File: src/design/fsrm_pkg.sv
// ----------------------------------------------------------------------------
// Frame slot ring manager package
// Shared types, constants and helpers for the frame slot ring manager.
// ----------------------------------------------------------------------------
package fsrm_pkg;

  localparam int unsigned SlotCount = 8;
  localparam int unsigned SlotW     = 3;
  localparam int unsigned CountW    = 4;
  localparam int unsigned FrameW    = 32;

  typedef logic [SlotW-1:0]         slot_t;
  typedef logic [CountW-1:0]        count_t;
  typedef logic signed [FrameW-1:0] frame_t;

  localparam frame_t FrameNever = -32'sd7;
  localparam frame_t FrameDone  = -32'sd2;

  typedef enum logic [1:0] {
    KIND_CLAIM_WR = 2'd0,
    KIND_END_WR   = 2'd1,
    KIND_CLAIM_RD = 2'd2,
    KIND_END_RD   = 2'd3
  } kind_e;

  typedef enum logic [1:0] {
    SLOT_FREE    = 2'd0,
    SLOT_WRITING = 2'd1,
    SLOT_FULL    = 2'd2,
    SLOT_READING = 2'd3
  } slot_state_e;

  typedef enum logic [2:0] {
    ERR_NONE           = 3'd0,
    ERR_OVERFLOW       = 3'd1,
    ERR_EMPTY_MISALIGN = 3'd2,
    ERR_PHANTOM_READ   = 3'd3,
    ERR_UNDERFLOW      = 3'd4,
    ERR_NEXT_FULL      = 3'd5,
    ERR_NEXT_READING   = 3'd6,
    ERR_NEXT_FREE      = 3'd7
  } err_e;

  typedef struct packed {
    slot_t  rd_ptr;
    slot_t  wr_ptr;
    count_t full_cnt;
  } ptr_t;

  typedef struct packed {
    kind_e  kind;
    slot_t  slot;
    frame_t frame;
  } req_t;

  typedef struct packed {
    logic   granted;
    slot_t  slot;
    frame_t frame;
    count_t count;
    err_e   err;
  } rsp_t;

  typedef struct packed {
    logic        en;
    slot_t       addr;
    slot_state_e status;
    logic        frame_en;
    frame_t      frame;
  } slot_wr_t;

  function automatic slot_t next_slot(slot_t s);
    slot_t r;
    if (s == slot_t'(SlotCount - 1)) begin
      r = '0;
    end else begin
      r = s + slot_t'(1);
    end
    return r;
  endfunction

endpackage

File: src/design/fsrm_step.sv
// ----------------------------------------------------------------------------
// Frame slot ring step logic
// Decodes one request against the ring state and produces the answer, the
// next pointer state and the single slot table update.
// ----------------------------------------------------------------------------
module fsrm_step (
  input  fsrm_pkg::req_t      req_i,
  input  fsrm_pkg::ptr_t      ptr_i,
  output fsrm_pkg::slot_t     rd_idx_o,
  input  fsrm_pkg::slot_state_e rd_status_i,
  input  fsrm_pkg::frame_t    rd_frame_i,
  output fsrm_pkg::ptr_t      ptr_o,
  output fsrm_pkg::slot_wr_t  wr_o,
  output fsrm_pkg::rsp_t      rsp_o
);

  fsrm_pkg::slot_t  wr_next;
  fsrm_pkg::slot_t  sid_next;
  fsrm_pkg::slot_t  claim_slot;
  logic             ring_full;
  logic             cnt_nonzero;
  logic             sid_bad;
  fsrm_pkg::err_e   rd_err;

  assign wr_next     = fsrm_pkg::next_slot(ptr_i.wr_ptr);
  assign sid_next    = fsrm_pkg::next_slot(req_i.slot);
  assign cnt_nonzero = (ptr_i.full_cnt != '0);
  assign ring_full   = (ptr_i.full_cnt == fsrm_pkg::count_t'(fsrm_pkg::SlotCount)) ||
                       ((wr_next == ptr_i.rd_ptr) && cnt_nonzero);
  assign claim_slot  = (cnt_nonzero || (ptr_i.rd_ptr == wr_next)) ? wr_next : ptr_i.wr_ptr;
  assign sid_bad     = (32'(req_i.slot) >= fsrm_pkg::SlotCount);
  assign rd_err      = ((ptr_i.rd_ptr == ptr_i.wr_ptr) &&
                        (ptr_i.full_cnt > fsrm_pkg::count_t'(1)) &&
                        (ptr_i.full_cnt != fsrm_pkg::count_t'(fsrm_pkg::SlotCount))) ?
                       fsrm_pkg::ERR_PHANTOM_READ : fsrm_pkg::ERR_NONE;

  always_comb begin
    unique case (req_i.kind)
      fsrm_pkg::KIND_CLAIM_WR: rd_idx_o = claim_slot;
      fsrm_pkg::KIND_CLAIM_RD: rd_idx_o = ptr_i.rd_ptr;
      fsrm_pkg::KIND_END_RD:   rd_idx_o = sid_next;
      default:                 rd_idx_o = req_i.slot;
    endcase
  end

  always_comb begin
    ptr_o         = ptr_i;
    wr_o          = '0;
    wr_o.addr     = req_i.slot;
    wr_o.status   = fsrm_pkg::SLOT_FREE;
    rsp_o         = '0;
    rsp_o.err     = fsrm_pkg::ERR_NONE;
    unique case (req_i.kind)
      fsrm_pkg::KIND_CLAIM_WR: begin
        if (ring_full) begin
          rsp_o.err = fsrm_pkg::ERR_NONE;
        end else if ((claim_slot == ptr_i.rd_ptr) && cnt_nonzero) begin
          rsp_o.err = fsrm_pkg::ERR_OVERFLOW;
        end else if (rd_status_i == fsrm_pkg::SLOT_FREE) begin
          wr_o.en       = 1'b1;
          wr_o.addr     = claim_slot;
          wr_o.status   = fsrm_pkg::SLOT_WRITING;
          rsp_o.granted = 1'b1;
          rsp_o.slot    = claim_slot;
          rsp_o.frame   = rd_frame_i;
        end
      end
      fsrm_pkg::KIND_END_WR: begin
        if (sid_bad) begin
          rsp_o.err = fsrm_pkg::ERR_NONE;
        end else if (ptr_i.full_cnt >= fsrm_pkg::count_t'(fsrm_pkg::SlotCount)) begin
          rsp_o.err = fsrm_pkg::ERR_OVERFLOW;
        end else begin
          ptr_o.wr_ptr   = req_i.slot;
          ptr_o.full_cnt = ptr_i.full_cnt + fsrm_pkg::count_t'(1);
          wr_o.en        = 1'b1;
          wr_o.status    = fsrm_pkg::SLOT_FULL;
          wr_o.frame_en  = 1'b1;
          wr_o.frame     = req_i.frame;
          rsp_o.granted  = 1'b1;
          rsp_o.slot     = req_i.slot;
          rsp_o.frame    = req_i.frame;
        end
      end
      fsrm_pkg::KIND_CLAIM_RD: begin
        if (!cnt_nonzero) begin
          rsp_o.err = ((ptr_i.rd_ptr == ptr_i.wr_ptr) || (ptr_i.rd_ptr == wr_next)) ?
                      fsrm_pkg::ERR_NONE : fsrm_pkg::ERR_EMPTY_MISALIGN;
        end else begin
          rsp_o.err = rd_err;
          if (rd_status_i == fsrm_pkg::SLOT_FULL) begin
            wr_o.en       = 1'b1;
            wr_o.addr     = ptr_i.rd_ptr;
            wr_o.status   = fsrm_pkg::SLOT_READING;
            rsp_o.granted = 1'b1;
            rsp_o.slot    = ptr_i.rd_ptr;
            rsp_o.frame   = rd_frame_i;
          end
        end
      end
      fsrm_pkg::KIND_END_RD: begin
        if (sid_bad) begin
          rsp_o.err = fsrm_pkg::ERR_NONE;
        end else if (!cnt_nonzero) begin
          rsp_o.err = fsrm_pkg::ERR_UNDERFLOW;
        end else begin
          ptr_o.rd_ptr = sid_next;
          if (ptr_i.full_cnt == fsrm_pkg::count_t'(1)) begin
            case (rd_status_i)
              fsrm_pkg::SLOT_WRITING: rsp_o.err = fsrm_pkg::ERR_NONE;
              fsrm_pkg::SLOT_FULL:    rsp_o.err = fsrm_pkg::ERR_NEXT_FULL;
              fsrm_pkg::SLOT_READING: rsp_o.err = fsrm_pkg::ERR_NEXT_READING;
              default: begin
                ptr_o.rd_ptr = ptr_i.wr_ptr;
                rsp_o.err    = fsrm_pkg::ERR_NEXT_FREE;
              end
            endcase
          end
          ptr_o.full_cnt = ptr_i.full_cnt - fsrm_pkg::count_t'(1);
          wr_o.en        = 1'b1;
          wr_o.status    = fsrm_pkg::SLOT_FREE;
          wr_o.frame_en  = 1'b1;
          wr_o.frame     = fsrm_pkg::FrameDone;
          rsp_o.granted  = 1'b1;
          rsp_o.slot     = req_i.slot;
          rsp_o.frame    = fsrm_pkg::FrameDone;
        end
      end
      default: begin
        rsp_o.err = fsrm_pkg::ERR_NONE;
      end
    endcase
    rsp_o.count = ptr_o.full_cnt;
  end

endmodule

File: src/design/frame_slot_ring_manager.sv
// ----------------------------------------------------------------------------
// Frame slot ring manager
// Claims and releases the slots of a ring shared by one producer and one
// consumer, answering each request with grant or retry.
// ----------------------------------------------------------------------------
//   Channel  Direction  Handshake               Payload
//   request  in         in_valid_i / in_stall_o  kind_i, slot_in_i, frame_in_i
//   answer   out        out_valid_o / out_stall_i granted_o, slot_out_o,
//                                               frame_out_o, item_count_o,
//                                               error_code_o
// A request word is registered, decoded against the ring state, and its
// answer word is registered.
// One word is taken per cycle while the answer side does not stall.
// Reset frees every slot, sets every frame number to minus seven and clears
// the pointers and the count. A stalled answer holds the request register.
module frame_slot_ring_manager (
  input  logic                    clk_i,
  input  logic                    rst_ni,
  input  logic                    in_valid_i,
  output logic                    in_stall_o,
  input  logic [1:0]              kind_i,
  input  logic [2:0]              slot_in_i,
  input  logic signed [31:0]      frame_in_i,
  output logic                    out_valid_o,
  input  logic                    out_stall_i,
  output logic                    granted_o,
  output logic [2:0]              slot_out_o,
  output logic signed [31:0]      frame_out_o,
  output logic [3:0]              item_count_o,
  output logic [2:0]              error_code_o
);

  logic                   req_valid_q;
  fsrm_pkg::req_t         req_q;
  fsrm_pkg::ptr_t         ptr_q;
  fsrm_pkg::ptr_t         ptr_d;
  fsrm_pkg::slot_state_e  status_q [fsrm_pkg::SlotCount];
  fsrm_pkg::frame_t       frame_q  [fsrm_pkg::SlotCount];
  fsrm_pkg::slot_t        rd_idx;
  fsrm_pkg::slot_wr_t     slot_wr;
  fsrm_pkg::rsp_t         rsp_d;
  fsrm_pkg::rsp_t         rsp_q;
  logic                   out_valid_q;
  logic                   advance;

  assign advance    = req_valid_q && (!out_valid_q || !out_stall_i);
  assign in_stall_o = req_valid_q && !advance;

  always_ff @(posedge clk_i or negedge rst_ni) begin
    if (!rst_ni) begin
      req_valid_q <= 1'b0;
    end else if (!in_stall_o) begin
      req_valid_q <= in_valid_i;
    end
  end

  always_ff @(posedge clk_i) begin
    if (in_valid_i && !in_stall_o) begin
      req_q.kind  <= fsrm_pkg::kind_e'(kind_i);
      req_q.slot  <= slot_in_i;
      req_q.frame <= frame_in_i;
    end
  end

  fsrm_step u_step (
    .req_i       (req_q),
    .ptr_i       (ptr_q),
    .rd_idx_o    (rd_idx),
    .rd_status_i (status_q[rd_idx]),
    .rd_frame_i  (frame_q[rd_idx]),
    .ptr_o       (ptr_d),
    .wr_o        (slot_wr),
    .rsp_o       (rsp_d)
  );

  always_ff @(posedge clk_i or negedge rst_ni) begin
    if (!rst_ni) begin
      ptr_q <= '0;
      for (int i = 0; i < fsrm_pkg::SlotCount; i++) begin
        status_q[i] <= fsrm_pkg::SLOT_FREE;
        frame_q[i]  <= fsrm_pkg::FrameNever;
      end
    end else if (advance) begin
      ptr_q <= ptr_d;
      if (slot_wr.en) begin
        status_q[slot_wr.addr] <= slot_wr.status;
        if (slot_wr.frame_en) begin
          frame_q[slot_wr.addr] <= slot_wr.frame;
        end
      end
    end
  end

  always_ff @(posedge clk_i or negedge rst_ni) begin
    if (!rst_ni) begin
      out_valid_q <= 1'b0;
    end else if (advance) begin
      out_valid_q <= 1'b1;
    end else if (!out_stall_i) begin
      out_valid_q <= 1'b0;
    end
  end

  always_ff @(posedge clk_i) begin
    if (advance) begin
      rsp_q <= rsp_d;
    end
  end

  assign out_valid_o  = out_valid_q;
  assign granted_o    = rsp_q.granted;
  assign slot_out_o   = rsp_q.slot;
  assign frame_out_o  = rsp_q.frame;
  assign item_count_o = rsp_q.count;
  assign error_code_o = rsp_q.err;

endmodule
File: config.mk
export PLATFORM = sky130hd
export DESIGN_NAME = frame_slot_ring_manager
export DESIGN_NICKNAME = d
export VERILOG_FILES = /design/src/design/fsrm_pkg.sv /design/src/design/fsrm_step.sv /design/src/design/frame_slot_ring_manager.sv
export SDC_FILE = /design/constraint.sdc
export NUM_CORES = 1
export LEC_CHECK = 0
export BUFFER_PORTS_ARGS = -buffer_cell sky130_fd_sc_hd__clkbuf_2
export CAP_MARGIN = 20
export CORE_MARGIN = 2
export CORE_UTILIZATION = 40
export DETAILED_ROUTE_END_ITERATION = 10
export GPL_ROUTABILITY_DRIVEN = 0
export PLACE_DENSITY = 0.6
export SYNTH_ARGS = -nofsm -noshare
export SYNTH_HDL_FRONTEND = slang
export SYNTH_SLANG_ARGS = --single-unit
File: constraint.sdc
create_clock -name clk_i -period 11.56 [get_ports clk_i]
set_input_delay 1.156 -clock clk_i [delete_from_list [all_inputs] [get_ports clk_i]]
set_output_delay 1.156 -clock clk_i [all_outputs]
set_load 0.01 [all_outputs]
==> impl_metrics.tcl, run 1 <==
set metrics [dict create \
    core_region_area_sq_mm 0.0409 \
    synthToLayoutAreaGrowth_pct 13.5 \
    yosysWarningCount 0 \
    rsz0062_at_grt "no" \
    track_usage_pct 18.6 \
    setup_viol 0 \
    portBuffers 85 \
    power_leakage_nw 7.71 \
    drt_iter0_drc 731 \
    gr-total-overflow 0 \
    period_share_pct 68.5 \
    synth_edf_count 80 \
    rows 74 \
    worst_ir_drop_vdd_v 0.000107 \
    synth_top_area_cell "dfstp_2" \
    worstPathRequired_ns 11.97 \
    fp.dieW_um 208 \
    synth_ff_type "dfstp_2" \
    avgViaCountPerCell 5.32 \
    drive_gt1_share_pct 27.4 \
    die_h_um 208 \
    tightestPinTransition_ns 1.12 \
    ant_nets 0 \
    grt_pass1_vias 11526 \
    setup_slack_ns 3.64 \
    hold_class "flop to flop" \
    slew_headroom_pct 25.5 \
    post-route-util_pct 46.2 \
    min_period_ns 7.92 \
    mostFrequentLayoutCell "dfstp_2" \
    synth_cell_types 63 \
    synthTopCellsByArea "dfstp_2 (38%), edfxtp_1 (14%), mux2i_1 (8.8%)" \
    ios 86 \
    final_cell_mix "dfstp_2 (240), nand2_1 (222), a21oi_1 (203), o21ai_0 (176), nor2_1 (150)" \
    drv_cap 0 \
    cp_data_arrival_time_ns 8.33 \
    grt_antenna_before_repair 1 \
    dpl.hpwl_mm 23.1 \
    async_flop_share_pct 78.0 \
    cts_buffers 41 \
    wl_per_cell_um 18.4 \
    skew_ns 0.00954 \
    cts_tree "yes" \
    status "finished clean" \
    ys_seq_elements 364 \
    grt_max_degree 107 \
    yosysSeqAreaShare_pct 58.9 \
    synth_nets 1610 \
    clockBufferDepth 3 \
    cp-start-kind "flop" \
    dr.pass1.iters 5 \
    syn_inst 1558 \
    tns_ns 0 \
    ctsHoldBuffers 0 \
    clock_latency_ns 0.55 \
    syn_area_per_cell_sq_um 10.7 \
    slew_viol_final 0 \
    cts_setup_buffers 0 \
    p_per_area_mw_per_mm2 276 \
    start_util_pct 40.7 \
    hold_violations 0 \
    cts_root_buf "clkbuf_16" \
    numClockSinks 364 \
    synth_top_area_share_pct 37.9 \
    fp.dieArea_sq_mm 0.0433 \
    htree_levels 2 \
    pre_cts_slack_ns 3.60 \
    crit_path_max_fanout 46 \
    dr_total_vias 11516 \
    maxClockFrequency_ghz 0.126 \
    syn-cell-area_sq_mm 0.0166 \
    grt_pass1_wl_mm 64.4 \
    num_antenna_cells 0 \
    critical_path_class "flop to flop" \
    route.detailed.drc 0 \
    clk_pin_slew_worst_paths_ns 0.06 \
    post_cts_resize_count 0 \
    totalWireLength_mm 39.9 \
    layout.nets 1654 \
    endpoint_kind "flop" \
]
## stage by stage
step	area, sq um	power (mW)	instances	hold WS (ns)
after global placement	17400	3.84	2088	0.452
after global routing	18900	5.57	2166	0.479
after detailed placement	17400	3.90	2088	0.455
final	18900	5.21	2166	0.464
after floorplan	16600	3.47	1558	0.446
after CTS	18800	5.25	2163	0.464
## state kept, by name, indices dropped and copies added, names as in the netlist, 3 cells and up
name / cells
frame_q: 256
item_count_o: 4
slot_out_o: 3
status_q: 16
ptr_q: 10
frame_out_o: 32
req_q: 37
error_code_o: 3
## cell type report
type                       instances  area [sq um]
sequential                       364          9810
clock buffer                      63          1240
fill                            3829         22000
timing repair buffer             107           646
multi-input combinational       1072          6330
inverter                          16          60.1
clock inverter                    12           148
tap                              532           666
## where the power goes
| group | leakage [nW] | switching (mW) | internal (mW) | total, mW |
|---|---|---|---|---|
| logic | 3.19 | 0.950 | 0.612 | 1.56 |
| clock network | 0.679 | 0.516 | 0.806 | 1.32 |
| registers | 3.84 | 0.264 | 2.06 | 2.32 |
## cell usage after synthesis (3+ instances only)
cell      instances
nand4_1           8
o21ai_1          12
buf_2            32
o22ai_1           3
inv_1            14
nor4_1            4
ha_1             11
xor2_1            3
a211o_1          32
nor4_2            4
nor2_1          152
nand3_1          10
and2_1            3
dfrtp_1          44
mux2i_1         146
clkbuf_1         46
dfstp_2         240
buf_4            19
o21ai_0         176
xnor2_1           3
buf_1             5
a22oi_1           4
and3_1            7
o21a_1            4
nor3_1            6
nand2_1         222
a21oi_1         203
mux2_2           13
buf_6             4
a221oi_1          3
edfxtp_1         80
a31oi_1           3
nand2b_1          5
## cell families (layout without fill, tap and decap cells)
| logic type | Yosys count | after routing | synth area share (%) |
|---|---|---|---|
| AO/OA/AOI/OAI | 463 | 463 | 15.7 |
| XOR/XNOR | 7 | 7 | 0.413 |
| adder cells (fa/ha/maj) | 11 | 11 | 0.827 |
| buffers and inverters | 122 | 198 | 3.60 |
| flip-flops | 364 | 364 | 58.9 |
| multiplexers | 159 | 159 | 9.66 |
| AND/OR/NAND/NOR | 432 | 432 | 10.9 |
## final timing paths
kind | start | cells past startpoint | end | slack [ns]
max in group asynchronous | rst_ni | 3 | ptr_q[2] | 8.83
hold reg to reg | frame_q[8] | 2 | frame_q[8] | 0.46
hold / removal | frame_q[8] | 2 | frame_q[8] | 0.46
setup / recovery | ptr_q[4] | 20 | frame_q[66] | 3.64
setup reg to reg | ptr_q[4] | 20 | frame_q[66] | 3.64
min in group asynchronous | rst_ni | 1 | frame_q[78] | 1.03
## worst max-delay path, stage by stage, from the launching register on
cell and delay [ns]:
dfrtp_1 0.46, ha_1 0.24, ha_1 0.31, xnor2_1 0.25, and3_1 0.42, a21oi_4 0.10
mux2i_1 0.24, a221oi_4 0.32, buf_4 0.49, buf_4 0.72, mux2_2 0.43, mux2_2 0.30
ha_1 0.20, o21ai_1 0.16, a31oi_4 0.09, a21o_2 0.28, o221ai_2 0.87, nand4_1 0.98
buf_4 0.61, nand2_1 0.12, o21ai_0 0.08
## per-layer routing
metal | part of all wire (%) | GRT usage (%) | vias up
li1 | - | - | 5581
met1 | 47 | 25.7 | 5635
met2 | 46 | 29.7 | 231
met3 | 4.2 | 3.53 | 69
met4 | 2.6 | 6.04 | 0
met5 | 0 | 0 | -
No activity file was read; power rests on OpenSTA's default activity.
==> run 2, diff against run 1 <==
clock period = 7.33 ns   (was 11.56 ns; I/O delays follow)
==> run 2 against run 1 <==
  * Via count rose by 0.21%
  * Maximum frequency rose by 34%
  * Worst setup slack got worse by 2.2 ns
  * Global-route usage fell by 0.36 points
  * First-iteration DRC count fell by 3.1%
  * Core utilization fell by 0.092 points
  * Register-to-register slack got worse by 2.2 ns
  * Clock skew rose by 0.014 ns
==> impl_metrics.tcl, run 2 (synthesis gave the netlist of run 1 again) <==
set metrics [dict create \
    largest_register "frame_q" \
    setup_viol 0 \
    met1Wirelength_mm 18.2 \
    die_h_um 208 \
    avgViaCountPerCell 5.31 \
    cts_tree "yes" \
    endpoint_kind "flop" \
    power_mw 8.11 \
    status "finished clean" \
    slew_headroom_pct 25.0 \
    rsz0062_at_grt "no" \
    grt_pass1_wl_mm 63.6 \
    rows 74 \
    post_cts_resize_count 0 \
    cp_data_arrival_time_ns 6.39 \
    worst_path_largest_cell_delay_ns 0.62 \
    drv_cap 0 \
    drt_iter0_drc 708 \
    min_period_ns 5.92 \
    dpl.hpwl_mm 23.7 \
    num-fill-cells 3815 \
    grt_max_degree 132 \
    grt_pass1_vias 11417 \
    num_antenna_cells 0 \
    post-route-util_pct 46.1 \
    wl_met2_mm 18.8 \
    gr-total-overflow 0 \
    track_usage_pct 18.3 \
    clk_pin_slew_worst_paths_ns 0.06 \
    worstPathRequired_ns 7.80 \
    routed.top_layer "met4" \
    maxClockFrequency_ghz 0.169 \
    dr_total_vias 11540 \
    hold_class "input pin to flop" \
    route.detailed.drc 0 \
    htree_levels 2 \
    ctsHoldBuffers 0 \
    dr.pass1.iters 5 \
    drive_gt1_share_pct 27.4 \
    ant_nets 0 \
    clockBufferDepth 3 \
    critical_path_class "flop to flop" \
    crit_slowest_cell "buf_4" \
    largest_register_ffs 256 \
    skew_ns 0.0234 \
    power_leakage_nw 7.69 \
    wl_met3_mm 1.59 \
    slew_viol_final 0 \
    cp_cell_sequence "ha_1, ha_1, xnor2_1, and3_1, a21oi_4, mux2i_1, a221oi_4, mux2_2, mux2i_1, ha_1, inv_1, nor3_1, a21o_2, o221ai_2, nor4_4, buf_4, nor2_1, a21oi_1" \
    worst_ir_drop_vdd_v 0.000183 \
    period_share_pct 80.7 \
    cts_buffers 41 \
    crit_path_max_fanout 64 \
    wl_per_cell_um 18.1 \
    layout.nets 1660 \
    portBuffers 85 \
    cp_num_buf_inv 2 \
    grt_antenna_before_repair 0 \
    numClockSinks 364 \
    totalWireLength_mm 39.4 \
    cts_setup_buffers 0 \
    p_per_area_mw_per_mm2 430 \
    cp-start-kind "flop" \
    start_util_pct 40.7 \
    fp.dieW_um 208 \
    core_region_area_sq_mm 0.0409 \
    hold_violations 0 \
    tightestPinTransition_ns 1.13 \
    ios 86 \
    synthToLayoutAreaGrowth_pct 13.3 \
    mostFrequentLayoutCell "dfstp_2" \
    cts_root_buf "clkbuf_16" \
    fp.dieArea_sq_mm 0.0433 \
    cpMostUsedCell "ha_1" \
    clock_latency_ns 0.56 \
    cp_top_family "simple AND/OR/NAND/NOR gates" \
    final_cell_mix "dfstp_2 (240), nand2_1 (222), a21oi_1 (203), o21ai_0 (176), nor2_1 (150)" \
    tns_ns 0 \
]
## run 2: changes by cell type in the layout (fill, tap and decap cells not counted)
cell / delta
clkinv_1: +1
clkbuf_4: -1
inv_16: +1
clkbuf_1: +3
clkinv_2: -4
bufinv_16: -3
buf_4: +6
clkbuf_16: -3
clkbuf_8: +5
inv_4: +1
## run 2: layout make-up
| type | instances | area [sq um] | share of cell area, % |
|---|---|---|---|
| Inverter | 16 | 60.1 | 0.318 |
| Timing Repair Buffer | 113 | 691 | 3.66 |
| Clock buffer | 67 | 1230 | 6.55 |
| Clock inverter | 8 | 67.6 | 0.358 |
| Multi-Input combinational cell | 1072 | 6330 | 33.6 |
| Tap cell | 532 | 666 | 3.53 |
| Sequential cell | 364 | 9810 | 52.0 |
## run 2: metrics by stage
stage / instance area, sq um / hold WS [ns] / setup WS (ns) / instances
floorplan: 16600 / 0.437 / 2.41 / 1558
global placement: 17500 / 0.452 / 1.58 / 2094
detailed placement: 17500 / 0.457 / 1.46 / 2094
CTS: 18800 / 0.306 / 1.43 / 2169
global route: 18900 / 0.316 / 0.955 / 2172
finish: 18900 / 0.339 / 1.41 / 2172
## run 2: metal layers
metal	global-route usage (%)	vias up
met3	2.97	64
li1	-	5600
met4	5.43	0
met1	24.9	5653
met5	0	-
met2	30.0	223
## run 2: where the power goes
part	switching, mW	internal, mW	total, mW
logic	1.50	0.960	2.46
registers	0.418	3.25	3.66
clock network	0.825	1.16	1.98
total	2.75	5.36	8.11
## run 2: final timing paths
path	from	end	slack, ns	cells after the start
worst min-delay path	frame_in_i[19]	req_q[19]	0.34	1
worst min register to register	frame_q[5]	frame_q[5]	0.46	2
worst max-delay path	ptr_q[5]	frame_q[252]	1.41	18
min in group asynchronous	rst_ni	frame_q[177]	0.73	1
max in group asynchronous	rst_ni	ptr_q[5]	5.49	2
worst max register to register	ptr_q[5]	frame_q[252]	1.41	18
==> run 3, diff against run 2 <==
ABC_AREA = 1   (was default)
PLACE_DENSITY = 0.62   (was 0.6)
clock period = 5.2 ns   (was 7.33 ns; I/O delays follow)
==> run 3 against run 2 <==
  * Register-to-register slack got worse by 1.1 ns
  * Core utilization fell by 0.54 points
  * Flip-flop and latch count did not move
  * Synthesized cell count up 45%
  * Maximum frequency increased by 22%
  * Final cell count is 33% higher
  * Die area is 11% higher
==> impl_metrics.tcl, run 3 <==
set metrics [dict create \
    status "finished clean" \
    worst_ir_drop_vdd_v 0.000301 \
    syn_area_per_cell_sq_um 8.19 \
    num-fill-cells 4478 \
    gr-total-overflow 0 \
    tightestPinTransition_ns 1.20 \
    die_h_um 219 \
    yosysMostFrequentCell "nand2_1" \
    ant_nets 0 \
    cts_root_buf "clkbuf_16" \
    cp_num_buf_inv 4 \
    synth_top_area_share_pct 34.1 \
    dr.pass1.iters 6 \
    grt_pass1_vias 15979 \
    mostFrequentLayoutCell "nand2_1" \
    cts_tree "yes" \
    ios 86 \
    min_period_ns 4.84 \
    skew_ns 0.0198 \
    htree_levels 2 \
    hold_violations 0 \
    endpoint_kind "flop" \
    crit_slowest_cell "nand3_1" \
    synth_cell_types 40 \
    pre_cts_slack_ns 0.347 \
    synthTopCellsByCount "nand2_1 (881), nand3_1 (396), dfstp_2 (240), nand4_1 (207), buf_2 (102)" \
    crit_path_start "ptr_q[4]" \
    cpMostUsedCell "nand2_1" \
    clock_latency_ns 0.57 \
    setup_viol 0 \
    multi_input_area_sq_mm 0.00754 \
    avgViaCountPerCell 5.60 \
    async_flop_share_pct 78.0 \
    synth_edf_count 80 \
    yosysSeqAreaShare_pct 53.0 \
    portBuffers 85 \
    rows 78 \
    worst_path_largest_cell_delay_ns 0.43 \
    slew_viol_final 0 \
    fp.dieW_um 219 \
    grt_max_degree 238 \
    drive_gt1_share_pct 20.6 \
    synth_nets 2311 \
    grt_pass1_wl_mm 90.0 \
    num_antenna_cells 0 \
    final_cell_mix "nand2_1 (877), nand3_1 (396), dfstp_2 (240), nand4_1 (207), inv_1 (89)" \
    setup_slack_ns 0.359 \
    fin_area_sq_mm 0.0207 \
    dr_total_vias 16186 \
    cp_top_family "simple AND/OR/NAND/NOR gates" \
    syn_inst 2259 \
    fp.dieArea_sq_mm 0.0480 \
    reg2reg_slack_ns 0.36 \
    route.detailed.drc 0 \
    dpl.hpwl_mm 30.6 \
    placed_area_sq_mm 0.0193 \
    drt_iter0_drc 1528 \
    start_util_pct 40.7 \
    worstPathRequired_ns 5.65 \
    reg2reg_from "ptr_q[4]" \
    cp_cell_sequence "ha_1, ha_1, xnor2_1, nand3_2, nand2_2, o21ai_1, nand2_1, nand2_1, o21ai_4, clkinv_1, nand3_1, nand2_1, inv_1, ha_1, nand3_1, nor2_1, a21oi_1, nand3_4, inv_2, nor2_4, nand3_1, buf_12, nand2_1, nand2_1" \
    p_per_area_mw_per_mm2 570 \
    numClockSinks 364 \
    synth_ff_type "dfstp_2" \
    totalWireLength_mm 56.5 \
    track_usage_pct 23.8 \
    clk_pin_slew_worst_paths_ns 0.06 \
    largest_register_ffs 256 \
    maxClockFrequency_ghz 0.207 \
    syn-cell-area_sq_mm 0.0185 \
    slew_headroom_pct 20.2 \
    yosysWarningCount 0 \
    power_leakage_nw 9.43 \
    synthTopCellsByArea "dfstp_2 (34%), nand2_1 (18%), edfxtp_1 (13%)" \
    cts_buffers 41 \
    synthToLayoutAreaGrowth_pct 11.9 \
    synth_top_area_cell "dfstp_2" \
    crit_path_max_fanout 25 \
    hp-start "frame_in_i[27]" \
    core_region_area_sq_mm 0.0455 \
    wl_per_cell_um 19.6 \
    critical_path_class "flop to flop" \
    ff_latch_area_sq_mm 0.00981 \
    period_share_pct 93.1 \
    grt_antenna_before_repair 0 \
    clockBufferDepth 3 \
    cp_data_arrival_time_ns 5.29 \
    ys_seq_elements 364 \
    largest_register "frame_q" \
    drv_cap 0 \
    rsz0062_at_grt "yes" \
    cp-start-kind "flop" \
    layout.nets 2307 \
    hold_class "input pin to flop" \
]
[run 3: kinds of logic (layout without fill, tap and decap cells)]
group	count (synthesis)	count (layout)	synth area share, %
AOI/OAI and AO/OA	73	73	2.17
xor gates and xnor gates	5	5	0.237
adders and majority gates	11	11	0.744
buffers and inverters	282	311	6.73
DFF	364	364	53.0
and+or+nand+nor	1524	1524	37.1
[run 3: cell type report]
type	count	area share [%]
clock buffers	68	6.09
inverters	105	1.92
well taps	600	3.62
repair buffers	130	4.27
clock inverters	8	0.350
flip-flops and latches	364	47.4
multi-input cells	1613	36.4
[run 3: worst paths after layout]
check                      cells past startpoint      endpoint
hold / removal                                 1     req_q[27]
min in group asynchronous                      1   frame_q[59]
max in group asynchronous                      2   frame_q[98]
setup / recovery                              24    frame_q[2]
setup reg to reg                              24    frame_q[2]
hold reg to reg                                2  frame_q[183]
[run 3: stage by stage]
| step | util [%] | setup TNS (ns) | total power, mW | hold slack [ns] | instances |
|---|---|---|---|---|---|
| 2_1_floorplan | - | 0 | 7.62 | 0.224 | 2259 |
| 3_3_place_gp | 42.5 | 0 | 8.77 | 0.449 | 2812 |
| 3_5_place_dp | 42.5 | 0 | 8.87 | 0.452 | 2812 |
| 4_1_cts | 45.4 | 0 | 11.8 | 0.0973 | 2888 |
| 5_1_grt | 45.5 | -0.0124 | 12.6 | 0.103 | 2888 |
| 6_report | 45.5 | 0 | 11.8 | 0.122 | 2888 |
[run 3: where the power goes]
part / leakage (nW) / total (mW) / internal [mW] / switching, mW
Combinational: 4.93 / 4.04 / 1.16 / 2.88
Clock: 0.655 / 2.89 / 1.71 / 1.19
Sequential: 3.85 / 4.86 / 4.37 / 0.498
[run 3: per-layer routing]
layer  global-route usage, %  part of all wire, %  routed length, um
met5                       0                    0                  0
met4                    8.18                  2.9               1670
met3                    4.34                  7.1               4000
met2                    38.9                   47              26600
met1                    31.9                   43              24300
[run 3: repair_timing]
action | in CTS | in global routing
hold buffers | 0 | 0
buffers inserted | 0 | 0
endpoints found under the hold margin | 0 | 0
resized for setup | 0 | 9
setup endpoints to repair | 0 | 96
